--- config.mk ---
export PLATFORM = sky130hd
export DESIGN_NAME = c2dzp_queue
export DESIGN_NICKNAME = d
export VERILOG_FILES = /design/src/hw/rtl/c2dzp_pkg.sv /design/src/hw/rtl/c2dzp_queue.sv
export SDC_FILE = /design/constraint.sdc
export NUM_CORES = 1
export LEC_CHECK = 0
export BUFFER_PORTS_ARGS = -buffer_cell sky130_fd_sc_hd__clkbuf_2
export CAP_MARGIN = 30
export CORE_MARGIN = 10
export CORE_UTILIZATION = 35
export CTS_CLUSTER_DIAMETER = 60
export DETAILED_ROUTE_END_ITERATION = 7
export PLACE_DENSITY_LB_ADDON = 0.25
export SLEW_MARGIN = 20
export SYNTH_ARGS = -nofsm -noshare
export SYNTH_HDL_FRONTEND = slang
export SYNTH_SLANG_ARGS = --single-unit
--- constraint.sdc ---
create_clock -name clk -period 3.4 [get_ports clk]
set_input_delay 0.85 -clock clk [delete_from_list [all_inputs] [get_ports clk]]
set_output_delay 0.85 -clock clk [all_outputs]
set_load 0.05 [all_outputs]
--- src/hw/rtl/c2dzp_pkg.sv ---
// Shared types and constants of the streaming 3x3-style zero-padded convolution.
// Used by every module of the block; depends on nothing.
`default_nettype none

package c2dzp_pkg;

	localparam int KERNEL_SIZE_DEF = 3;
	localparam int MAX_WIDTH_DEF   = 32;
	localparam int PIXEL_BITS      = 16;
	localparam int COEF_BITS       = 16;
	localparam int OUT_BITS        = 40;
	localparam int DIM_BITS        = 6;
	localparam int IDX_BITS        = 4;
	localparam int CFG_IDX_BITS    = 1;
	localparam int QUEUE_DEPTH     = 4;
	localparam int ENTRY_DATA_BITS = (PIXEL_BITS > COEF_BITS) ? PIXEL_BITS : COEF_BITS;

	localparam logic [DIM_BITS-1:0] DIM_RESET = DIM_BITS'(28);

	localparam logic [CFG_IDX_BITS-1:0] REG_IMAGE_WIDTH  = 1'b0;
	localparam logic [CFG_IDX_BITS-1:0] REG_IMAGE_HEIGHT = 1'b1;

	typedef enum logic [0:0] {
		OP_COEF  = 1'b0,
		OP_PIXEL = 1'b1
	} op_t;

	typedef logic signed [PIXEL_BITS-1:0] pix_t;
	typedef logic signed [COEF_BITS-1:0]  coef_t;

	typedef struct packed {
		op_t                   operation;
		logic [IDX_BITS-1:0]   coef_index;
		logic signed [COEF_BITS-1:0]  coef_value;
		logic signed [PIXEL_BITS-1:0] pixel_value;
	} in_req_t;

	typedef struct packed {
		logic signed [OUT_BITS-1:0] out_value;
		logic                       out_last;
	} out_res_t;

	// effective frame geometry, constant while a frame runs
	typedef struct packed {
		logic [DIM_BITS-1:0] w;
		logic [DIM_BITS-1:0] h;
	} geom_t;

	// one classified request between front and back
	typedef struct packed {
		op_t                        operation;
		logic [IDX_BITS-1:0]        coef_index;
		logic [ENTRY_DATA_BITS-1:0] data;
		logic [DIM_BITS-1:0]        col;
		logic [DIM_BITS-1:0]        orow;
		logic [DIM_BITS-1:0]        ocol;
		logic                       emit;
		logic                       last;
	} entry_t;

endpackage

`default_nettype wire

--- src/hw/rtl/c2dzp_queue.sv ---
// Short request queue that decouples front and back.
// Depends on c2dzp_pkg (entry_t, QUEUE_DEPTH).
`default_nettype none

module c2dzp_queue (
	input  logic              clk,
	input  logic              arst_n,
	input  logic              push,
	input  c2dzp_pkg::entry_t push_entry,
	output logic              full,
	input  logic              pop,
	output logic              head_valid,
	output c2dzp_pkg::entry_t head
);
	import c2dzp_pkg::*;

	localparam int PTR_BITS = $clog2(QUEUE_DEPTH);
	localparam int CNT_BITS = $clog2(QUEUE_DEPTH + 1);

	entry_t              mem_q [QUEUE_DEPTH];
	logic [PTR_BITS-1:0] wr_ptr_q;
	logic [PTR_BITS-1:0] rd_ptr_q;
	logic [CNT_BITS-1:0] count_q;

	logic do_push;
	logic do_pop;

	assign full       = (count_q == CNT_BITS'(QUEUE_DEPTH));
	assign head_valid = (count_q != '0);
	assign head       = mem_q[rd_ptr_q];
	assign do_push    = push && !full;
	assign do_pop     = pop && head_valid;

	always_ff @(posedge clk) begin
		if (do_push) begin
			mem_q[wr_ptr_q] <= push_entry;
		end
	end

	always_ff @(posedge clk or negedge arst_n) begin
		if (!arst_n) begin
			wr_ptr_q <= '0;
			rd_ptr_q <= '0;
			count_q  <= '0;
		end else begin
			if (do_push) begin
				wr_ptr_q <= wr_ptr_q + PTR_BITS'(1);
			end
			if (do_pop) begin
				rd_ptr_q <= rd_ptr_q + PTR_BITS'(1);
			end
			if (do_push && !do_pop) begin
				count_q <= count_q + CNT_BITS'(1);
			end else if (do_pop && !do_push) begin
				count_q <= count_q - CNT_BITS'(1);
			end
		end
	end

endmodule

`default_nettype wire

==> reports/qor.txt <==
CTS tree - done
CP arrival - 2.25 ns
Global route total overflow - 0
CP Class - reg2out
Critical path required time - 2.55 ns
Vias in the first global route - 3306
I/O Buffers - 87
# IOs - 88
Status - finished, final reports clean
Area delta synth->final - 20.4%
Initial antenna violation count - 2
Mapped cell area - 6400 sq um
Main combinational cell family by area after synthesis - multiplexers
Commonest non-fill, non-tap cells in the layout - edfxtp_1 (164), clkbuf_2 (87), mux4_2 (38)
CORE AREA - 18000 sq um
Seq/Total Area, Yosys - 0.797
Tmin final - 3.10 ns
Synth Area in Compound Gates - 0
Routed wire length - 11900 um
Critical path fanouts, max - 24
Mapped Cells - 250
Die Y-Extent - 155 um
Yosys cell types - 22
Pin count of the biggest net entering global routing - 25
DP Wirelength - 7740 um
Post-DR vias/cell - 4.71
Finished Core Util - 0.429
1st-pass router iterations - 4
Max VDD drop - 0.431 mV
Horiz. Die Dim - 155 um
Commonest non-fill, non-tap cell in the layout - edfxtp_1
Reg clk slew, reported paths - 0.06 ns
Clock skew - 0.00626 ns
Mux cell area share after synthesis - 0.150
Critical path launch point type - flop
Setup ws final - 0.302 ns
GP Congestion - 0.683
Post-Syn Nets - 301
Hold_ws - 0.264 ns
Post-synth top area share - 0.770
Endpoint class of the critical path - output pin
Routed Antenna Nets - 0
Peak Freq - 323 MHz
Finished Cell Area - 7700 sq um
Root Driver - clkbuf_16
Fin. Hold Viols - 0
Nets@finish - 408
XOR/XNOR share of the synthesized area - 0.00822
H-Tree Level Count - 4
PwrDens - 1000 nW/um^2
Cell Area, Placed - 7170 sq um
Total negative setup slack - 0 ns
Synth warnings - 0
Post-CTS Hold Fix Bufs - 0
Leading area contributor after synthesis - edfxtp_1
P_leak - 2.68 nW
Initial Util - 0.356
First-pass GRT wire length - 18900 um
Clock Tree Buf Depth - 2
Row cnt - 49
Simple-Gate Fraction of Synth Area - 0.00978
Top cells by area, synth - edfxtp_1 (77%), mux4_2 (13%), dfrtp_1 (2.7%)
Worst min path class - in2async
Post-Synth Adder-Cell Area - 0.0129
MaxCap Viol Count - 0
Vias - 2827
Final period util - 0.911
Drt initial violations - 120
Post-CTS Setup Bufs - 0
Post_cts resized - 0
Slew Viols, Final - 0
Worst skew pair latency - 0.42 ns
# clock sinks - 171
Setup violations, final - 0
CTS Buf Count - 17
Remaining DRCs - 0
Worst slew margin - 0.615
Synthesized flop and latch total - 171
Least-Margin Pin Slew - 0.576 ns
GR Util All Layers - 0.105
Routed wire length per instance - 19.9 um
Fraction of layout cells with a size suffix above 1 - 0.465
Unrepaired setup endpoints after global routing - false
Avg Cell Area, Syn - 25.6 sq um
Die area - 24100 sq um
Post-Place Worst Slack - 0.683 ns
state kept, by name (all words and copies together) (netlist names):
register  cells
count_q       3
mem_q       164
rd_ptr_q      2
wr_ptr_q      2
metrics by stage:
stage          cells  power (mW)
2_1_floorplan    250        5.37
3_3_place_gp     567        6.08
3_5_place_dp     567        6.11
4_1_cts          599        7.87
5_1_grt          599        8.10
6_report         600        7.71
cell families after synthesis:
group         count (synthesis)
flops                       171
mux                          43
buf+inv                      14
simple gates                 10
xor+xnor                      6
fa+ha+maj                     6
Yosys cell counts, drive strengths merged:
master	instances
nor2b	1
mux4	41
nand3	1
xor2	2
dfrtp	7
inv	3
mux2	2
ha	5
fa	1
nor2	1
buf	10
nor3b	1
nand2	1
xnor2	4
and2	4
or3	1
clkbuf	1
edfxtp	164
worst paths after layout:
kind	start	to	slack, ns	cells after the start
worst min register to register	count_q[2]	count_q[2]	0.48	1
worst min-delay path	arst_n	count_q[0]	0.26	1
worst max-delay path	rd_ptr_q[0]	head[5]	0.30	3
worst max register to register	count_q[2]	count_q[2]	1.15	8
max in group asynchronous	arst_n	rd_ptr_q[0]	2.94	1
min in group clk	count_q[2]	count_q[2]	0.48	1
metal layers:
metal / vias up / routed length [um] / GRT usage
li1: 1270 / - / -
met3: 13 / 708 / 0.0411
met1: 1477 / 5120 / 0.126
met2: 65 / 5960 / 0.167
met4: 2 / 146 / 0.0401
met5: - / 11 / 0
critical path, cell delays in order, from the launching register on:
cell	delay, ns
dfrtp_4	0.76
buf_12	0.25
mux4_2	0.55
clkbuf_2	0.26
where the power goes:
part	total, mW	leakage [nW]	internal, mW	switching [mW]
sequential	3.02	1.58	2.79	0.230
clock	1.74	0.257	0.993	0.745
combinational	2.94	0.836	0.956	1.99
total	7.71	2.68	4.74	2.96
cell type report:
class / count / area (sq um)
Fill cell: 1578 / 10300
Sequential cell: 171 / 5100
Multi-Input combinational cell: 65 / 1160
Timing Repair Buffer: 99 / 601
Clock buffer: 18 / 429
Tap cell: 229 / 287
Clock inverter: 14 / 105
Inverter: 3 / 11.3
Antenna cell: 1 / 2.50
No activity file was read; power rests on OpenSTA's default activity.
