File: src/hw/rtl/c2dzp_pkg.sv
// Shared types and constants of the streaming 3x3-style zero-padded convolution.
// Used by every module of the block; depends on nothing.
`default_nettype none

package c2dzp_pkg;

	localparam int KERNEL_SIZE_DEF = 3;
	localparam int MAX_WIDTH_DEF   = 32;
	localparam int PIXEL_BITS      = 16;
	localparam int COEF_BITS       = 16;
	localparam int OUT_BITS        = 40;
	localparam int DIM_BITS        = 6;
	localparam int IDX_BITS        = 4;
	localparam int CFG_IDX_BITS    = 1;
	localparam int QUEUE_DEPTH     = 4;
	localparam int ENTRY_DATA_BITS = (PIXEL_BITS > COEF_BITS) ? PIXEL_BITS : COEF_BITS;

	localparam logic [DIM_BITS-1:0] DIM_RESET = DIM_BITS'(28);

	localparam logic [CFG_IDX_BITS-1:0] REG_IMAGE_WIDTH  = 1'b0;
	localparam logic [CFG_IDX_BITS-1:0] REG_IMAGE_HEIGHT = 1'b1;

	typedef enum logic [0:0] {
		OP_COEF  = 1'b0,
		OP_PIXEL = 1'b1
	} op_t;

	typedef logic signed [PIXEL_BITS-1:0] pix_t;
	typedef logic signed [COEF_BITS-1:0]  coef_t;

	typedef struct packed {
		op_t                   operation;
		logic [IDX_BITS-1:0]   coef_index;
		logic signed [COEF_BITS-1:0]  coef_value;
		logic signed [PIXEL_BITS-1:0] pixel_value;
	} in_req_t;

	typedef struct packed {
		logic signed [OUT_BITS-1:0] out_value;
		logic                       out_last;
	} out_res_t;

	// effective frame geometry, constant while a frame runs
	typedef struct packed {
		logic [DIM_BITS-1:0] w;
		logic [DIM_BITS-1:0] h;
	} geom_t;

	// one classified request between front and back
	typedef struct packed {
		op_t                        operation;
		logic [IDX_BITS-1:0]        coef_index;
		logic [ENTRY_DATA_BITS-1:0] data;
		logic [DIM_BITS-1:0]        col;
		logic [DIM_BITS-1:0]        orow;
		logic [DIM_BITS-1:0]        ocol;
		logic                       emit;
		logic                       last;
	} entry_t;

endpackage

`default_nettype wire

File: src/hw/rtl/c2dzp_front.sv
// Front end: config registers, frame position counters, request classification
// and end-of-frame flush generation. Depends on c2dzp_pkg.
`default_nettype none

module c2dzp_front #(
	parameter int KERNEL_SIZE = c2dzp_pkg::KERNEL_SIZE_DEF,
	parameter int MAX_WIDTH   = c2dzp_pkg::MAX_WIDTH_DEF
) (
	input  logic                              clk,
	input  logic                              arst_n,
	input  logic                              cfg_write,
	input  logic [c2dzp_pkg::CFG_IDX_BITS-1:0] cfg_index,
	input  logic [c2dzp_pkg::DIM_BITS-1:0]     cfg_data,
	input  logic                              in_valid,
	output logic                              in_stall,
	input  c2dzp_pkg::in_req_t                in_data,
	input  logic                              q_full,
	output logic                              q_push,
	output c2dzp_pkg::entry_t                 q_entry,
	output c2dzp_pkg::geom_t                  geom
);
	import c2dzp_pkg::*;

	localparam int HALF_K   = KERNEL_SIZE / 2;
	localparam int TAPS     = KERNEL_SIZE * KERNEL_SIZE;
	localparam int LAG_MAX  = HALF_K * MAX_WIDTH + HALF_K;
	localparam int LAG_BITS = $clog2(LAG_MAX + 2);

	logic [DIM_BITS-1:0] width_q;
	logic [DIM_BITS-1:0] height_q;
	logic [DIM_BITS-1:0] qc_q;
	logic [DIM_BITS-1:0] qr_q;
	logic [DIM_BITS-1:0] orow_q;
	logic [DIM_BITS-1:0] ocol_q;
	logic [LAG_BITS-1:0] fill_q;
	logic [LAG_BITS-1:0] flush_cnt_q;
	logic                flushing_q;

	logic [DIM_BITS-1:0] w_eff;
	logic [DIM_BITS-1:0] h_eff;
	logic [LAG_BITS-1:0] lag;
	logic                accept;
	logic                step;
	logic                emit;
	logic                qc_end;
	logic                ocol_end;
	logic                frame_end;
	logic                restart;

	always_comb begin
		if (width_q == '0) begin
			w_eff = DIM_BITS'(1);
		end else if (int'(width_q) > MAX_WIDTH) begin
			w_eff = DIM_BITS'(MAX_WIDTH);
		end else begin
			w_eff = width_q;
		end
		h_eff = (height_q == '0) ? DIM_BITS'(1) : height_q;
	end

	assign geom.w = w_eff;
	assign geom.h = h_eff;
	assign lag    = LAG_BITS'(HALF_K * int'(w_eff) + HALF_K);

	assign in_stall  = q_full || flushing_q;
	assign accept    = in_valid && !in_stall;
	// a pixel position advances on a pixel request or on a flush slot
	assign step      = flushing_q ? !q_full : (accept && in_data.operation == OP_PIXEL);
	assign emit      = (fill_q == lag);
	assign qc_end    = (qc_q == w_eff - DIM_BITS'(1));
	assign ocol_end  = (ocol_q == w_eff - DIM_BITS'(1));
	assign frame_end = !flushing_q && qc_end && (qr_q == h_eff - DIM_BITS'(1));
	// last flush slot, or last pixel when there is nothing to flush
	assign restart   = flushing_q ? (flush_cnt_q == LAG_BITS'(1)) : (frame_end && lag == '0);

	// out-of-range coefficient loads are dropped here
	assign q_push = step || (accept && in_data.operation == OP_COEF &&
		int'(in_data.coef_index) < TAPS);

	always_comb begin
		q_entry            = '0;
		q_entry.operation  = flushing_q ? OP_PIXEL : in_data.operation;
		q_entry.coef_index = in_data.coef_index;
		if (flushing_q) begin
			q_entry.data = '0;
		end else if (in_data.operation == OP_COEF) begin
			q_entry.data = ENTRY_DATA_BITS'(in_data.coef_value);
		end else begin
			q_entry.data = ENTRY_DATA_BITS'(in_data.pixel_value);
		end
		q_entry.col  = qc_q;
		q_entry.orow = orow_q;
		q_entry.ocol = ocol_q;
		q_entry.emit = emit;
		q_entry.last = emit && ocol_end && (orow_q == h_eff - DIM_BITS'(1));
	end

	always_ff @(posedge clk or negedge arst_n) begin
		if (!arst_n) begin
			width_q     <= DIM_RESET;
			height_q    <= DIM_RESET;
			qc_q        <= '0;
			qr_q        <= '0;
			orow_q      <= '0;
			ocol_q      <= '0;
			fill_q      <= '0;
			flush_cnt_q <= '0;
			flushing_q  <= 1'b0;
		end else if (cfg_write) begin
			case (cfg_index)
				REG_IMAGE_WIDTH: begin
					width_q <= cfg_data;
				end
				REG_IMAGE_HEIGHT: begin
					height_q <= cfg_data;
				end
				default: begin
				end
			endcase
			qc_q       <= '0;
			qr_q       <= '0;
			orow_q     <= '0;
			ocol_q     <= '0;
			fill_q     <= '0;
			flushing_q <= 1'b0;
		end else if (step) begin
			if (restart) begin
				qc_q       <= '0;
				qr_q       <= '0;
				orow_q     <= '0;
				ocol_q     <= '0;
				fill_q     <= '0;
				flushing_q <= 1'b0;
			end else begin
				if (emit) begin
					if (ocol_end) begin
						ocol_q <= '0;
						orow_q <= orow_q + DIM_BITS'(1);
					end else begin
						ocol_q <= ocol_q + DIM_BITS'(1);
					end
				end else begin
					fill_q <= fill_q + LAG_BITS'(1);
				end
				qc_q <= qc_end ? '0 : qc_q + DIM_BITS'(1);
				if (flushing_q) begin
					flush_cnt_q <= flush_cnt_q - LAG_BITS'(1);
				end else if (frame_end) begin
					qr_q        <= '0;
					flushing_q  <= 1'b1;
					flush_cnt_q <= lag;
				end else if (qc_end) begin
					qr_q <= qr_q + DIM_BITS'(1);
				end
			end
		end
	end

endmodule

`default_nettype wire

File: config.mk
export PLATFORM = sky130hd
export DESIGN_NAME = c2dzp_front
export DESIGN_NICKNAME = d
export VERILOG_FILES = /design/src/hw/rtl/c2dzp_pkg.sv /design/src/hw/rtl/c2dzp_front.sv
export SDC_FILE = /design/constraint.sdc
export NUM_CORES = 1
export LEC_CHECK = 0
export BUFFER_PORTS_ARGS = -buffer_cell sky130_fd_sc_hd__buf_2
export CORE_MARGIN = 2
export CORE_UTILIZATION = 58
export DETAILED_ROUTE_END_ITERATION = 16
export PLACE_DENSITY = 0.87
export SLEW_MARGIN = 10
export SYNTH_ARGS = -nofsm -noshare
export SYNTH_HDL_FRONTEND = slang
export SYNTH_SLANG_ARGS = --single-unit
File: constraint.sdc
create_clock -name clk -period 6.4 [get_ports clk]
set_input_delay 1.28 -clock clk [delete_from_list [all_inputs] [get_ports clk]]
set_output_delay 1.28 -clock clk [all_outputs]
set_load 0.005 [all_outputs]
==> impl_metrics.ini <==
[setup_path]
crit_type = flop to primary output
end_kind = primary output
path_cells = nor4_2, nor2_1, nor2_2, ha_1, nand3_1, mux2i_1, xor2_1, nand4_1, nor3_2, and3_1, buf_2
arrival_ps = 3580
reg2regPathDepth = 13
r2r_end = qc_q[2]$_DFFE_PN0P_
slowest_delay_ps = 570
startpoint_type = flop
r2r_start = width_q[3]$_DFFE_PN1P_
timing.critical_path.slowest_stage_cell = nor3_2
critical_path.top_delay_family = simple AND/OR/NAND/NOR gates
timing.critical_path.required_ps = 5120
critPathBufInv = 1
r2r_setup_slack_ps = 2630
crit_cells = 11
critPathMaxFanout = 9

[synthesis]
syn-cell-area_sq_mm = 0.00381
synth_top_area_share_pct = 28.2
synthFlopType = dfrtp_1
synth.most_common_cell = nor2_1
ys_warn_count = 0
yosysTopAreaCell = dfrtp_1
ys_ff_latch = 49
ys_seq_area_share_pct = 32.4
synthTopCellsByCount = 46 x nor2_1, 43 x dfrtp_1, 25 x nand2_1
yosys-top-cells-area = dfrtp_1 28%, mux2i_1 6.3%, nor2_1 4.5%
synthArstFlopShare_pct = 100
synthCells = 424
synthDistinctLibCells = 67
syn-num-nets = 484
synth_edf_count = 0
avgSynthCellArea_sq_um = 8.99

[worst_hold_path]
holdPathEnd = flush_cnt_q[5]$_DFFE_PN0P_
worstHoldPathCells = 2
min_from = flush_cnt_q[5]$_DFFE_PN0P_
min_path_type = flop to flop

[timing]
fmax_mhz = 206
finalCriticalPeriod_ps = 4860
finalSetupTns_ps = 0
relSlewSlack_pct = 16.1
worst_clock_skew_ps = 5.39
slew_violations = 0
hold_viol = 0
rsz0062_at_grt = false
setup_viol = 0
tightestPinTransition_ps = 1250
min_period_over_period_pct = 75.9
hold_ws_ps = 509

[detailed_routing]
wl_met1_um = 4280
antenna_left = 0
routedWlPerCell_um = 16.7
met3_length_um = 569
dr.max_layer_used = met4
vias = 3495
dr_wl_met2_um = 4680
drt-total-wl_um = 9690
drc = 0
drt_iter0_markers = 211
drt_pass1_iterations = 4
viasPerCell = 6.02

[global_route]
antenna_found_initial = 0
grt_max_degree = 50
grt_pass1_wl_um = 16100
grt_overflow = 0
grt_pass1_vias = 3330
grt_usage_pct = 27.3

[place]
hpwl_um = 7350
dpl.cell_count = 573
gp_congestion = 0.926
port_buffers = 103

[power_and_ir_drop]
power.internal_uw = 560
peakVddDrop_uv = 150
p_seq_share_pct = 44.4
power.switching_uw = 295
leakage_nw = 2.06
p_per_area_mw_per_mm2 = 195
p_clk_share_pct = 22.9
switching_share_pct = 34.5
pwr-share-comb_pct = 32.7

[floorplanning]
rows = 29
fp.dieW_um = 85.1
core_area_sq_mm = 0.00635
die_y_um = 85.1
initial_core_util_pct = 60.0
io_pins = 104
dieArea_sq_mm = 0.00724

[cts]
numCtsBuffers = 5
cts_setup_buffers = 0
cts_root_buffer = clkbuf_8
hold_buffers = 0
clk_pin_slew_worst_paths_ps = 90
htreeDepth = 2
postCtsResizedCells = 0
cts_sinks = 49
cts_tree = yes
insertion_delay_ps = 310
clock_path_buffers = 2

[run]
drv_cap = 0

[final_layout]
drive_above_1_share_pct = 30.2
layout.nets = 563
instances_no_fill = 581
diodes = 0
syn2layout_area_growth_pct = 14.8

[run_status]
outcome = complete, no violations
==> per-layer routing <==
layer / vias to the layer above / GRT usage (%)
li1: 1678 / -
met2: 103 / 44.5
met5: - / 0
met3: 13 / 5.16
met4: 0 / 8.51
met1: 1701 / 36.9
==> power by group through the flow <==
stage,combinational [mW],clock [mW],sequential (mW)
final,0.280,0.196,0.379
after global routing,0.310,0.206,0.384
after CTS,0.280,0.195,0.378
after detailed placement,0.277,0,0.384
after global placement,0.267,0,0.381
after floorplan,0.211,0,0.365
==> worst reg2reg max path, delay by kind of cell (launching register included) <==
| family | cells | cell delay (ps) |
|---|---|---|
| AND/OR/NAND/NOR | 8 | 2070 |
| buffers and inverters | 1 | 120 |
| adder cells (fa/ha/maj) | 1 | 250 |
| flip-flops | 1 | 640 |
| AO/OA/AOI/OAI | 3 | 630 |
==> state kept, by name (all words and copies together), names as in the netlist <==
name	flops
fill_q	6
flush_cnt_q	6
flushing_q	1
height_q	6
ocol_q	6
orow_q	6
qc_q	6
qr_q	6
width_q	6
==> worst max path at each step <==
stage	start	endpoint	slack [ps]
3_3_place_gp	width_q[1]$_DFFE_PN0P_	q_entry[0]	2060
6_report	width_q[1]$_DFFE_PN0P_	q_entry[0]	1540
2_1_floorplan	width_q[2]$_DFFE_PN1P_	q_entry[0]	2350
3_5_place_dp	width_q[1]$_DFFE_PN0P_	q_entry[0]	1910
4_1_cts	width_q[1]$_DFFE_PN0P_	q_entry[0]	1570
5_1_grt	width_q[1]$_DFFE_PN0P_	q_entry[0]	1190
==> cells in the final DEF (no fill, tap or decap), types with 3 or more instances in the layout <==
master,count
o22ai_1,6
xnor3_1,3
o31a_1,6
clkbuf_8,6
nand2b_1,6
a21boi_1,3
buf_2,102
xnor2_1,14
nor2_1,46
a32o_1,3
nor2b_1,8
dfstp_2,6
o31ai_1,9
a21oi_1,9
mux2i_1,24
or3_1,4
xor2_1,10
nand3_1,23
o21ai_0,8
nor3_1,7
a22o_1,7
dfrtp_1,43
a21o_1,3
o21ai_1,12
a31oi_1,4
or2_2,3
ha_1,11
nand2_1,25
nor4_1,4
or4_4,3
and3_1,6
inv_1,18
buf_4,4
mux2_2,14
==> cell families (layout without fill, tap and decap cells) <==
family          after synthesis  in the layout  share of synthesized area (%)
compound gates               88             88                           16.9
xor+xnor                     28             28                           7.91
fa+ha+maj                    11             11                           3.61
buf+inv                      53            133                           6.17
flops                        49             49                           32.4
mux                          38             38                           10.4
simple gates                157            157                           22.6
==> through the flow <==
step / area (sq um) / power [mW] / setup WS, ps / util [%]
floorplan: 3810 / 0.575 / 2350 / -
finish: 4370 / 0.855 / 1540 / 68.9
detailed placement: 4280 / 0.662 / 1910 / 67.4
global route: 4370 / 0.900 / 1190 / 68.9
CTS: 4370 / 0.852 / 1570 / 68.8
global placement: 4280 / 0.648 / 2060 / 67.4
==> area by class of cell <==
type | instances | area, sq um
Clock buffer | 8 | 90.1
Sequential cell | 49 | 1230
Inverter | 19 | 71.3
Timing Repair Buffer | 106 | 541
Multi-Input combinational cell | 322 | 2340
Fill cell | 499 | 1980
Tap cell | 77 | 96.3
(Power assumes the default switching activity.)
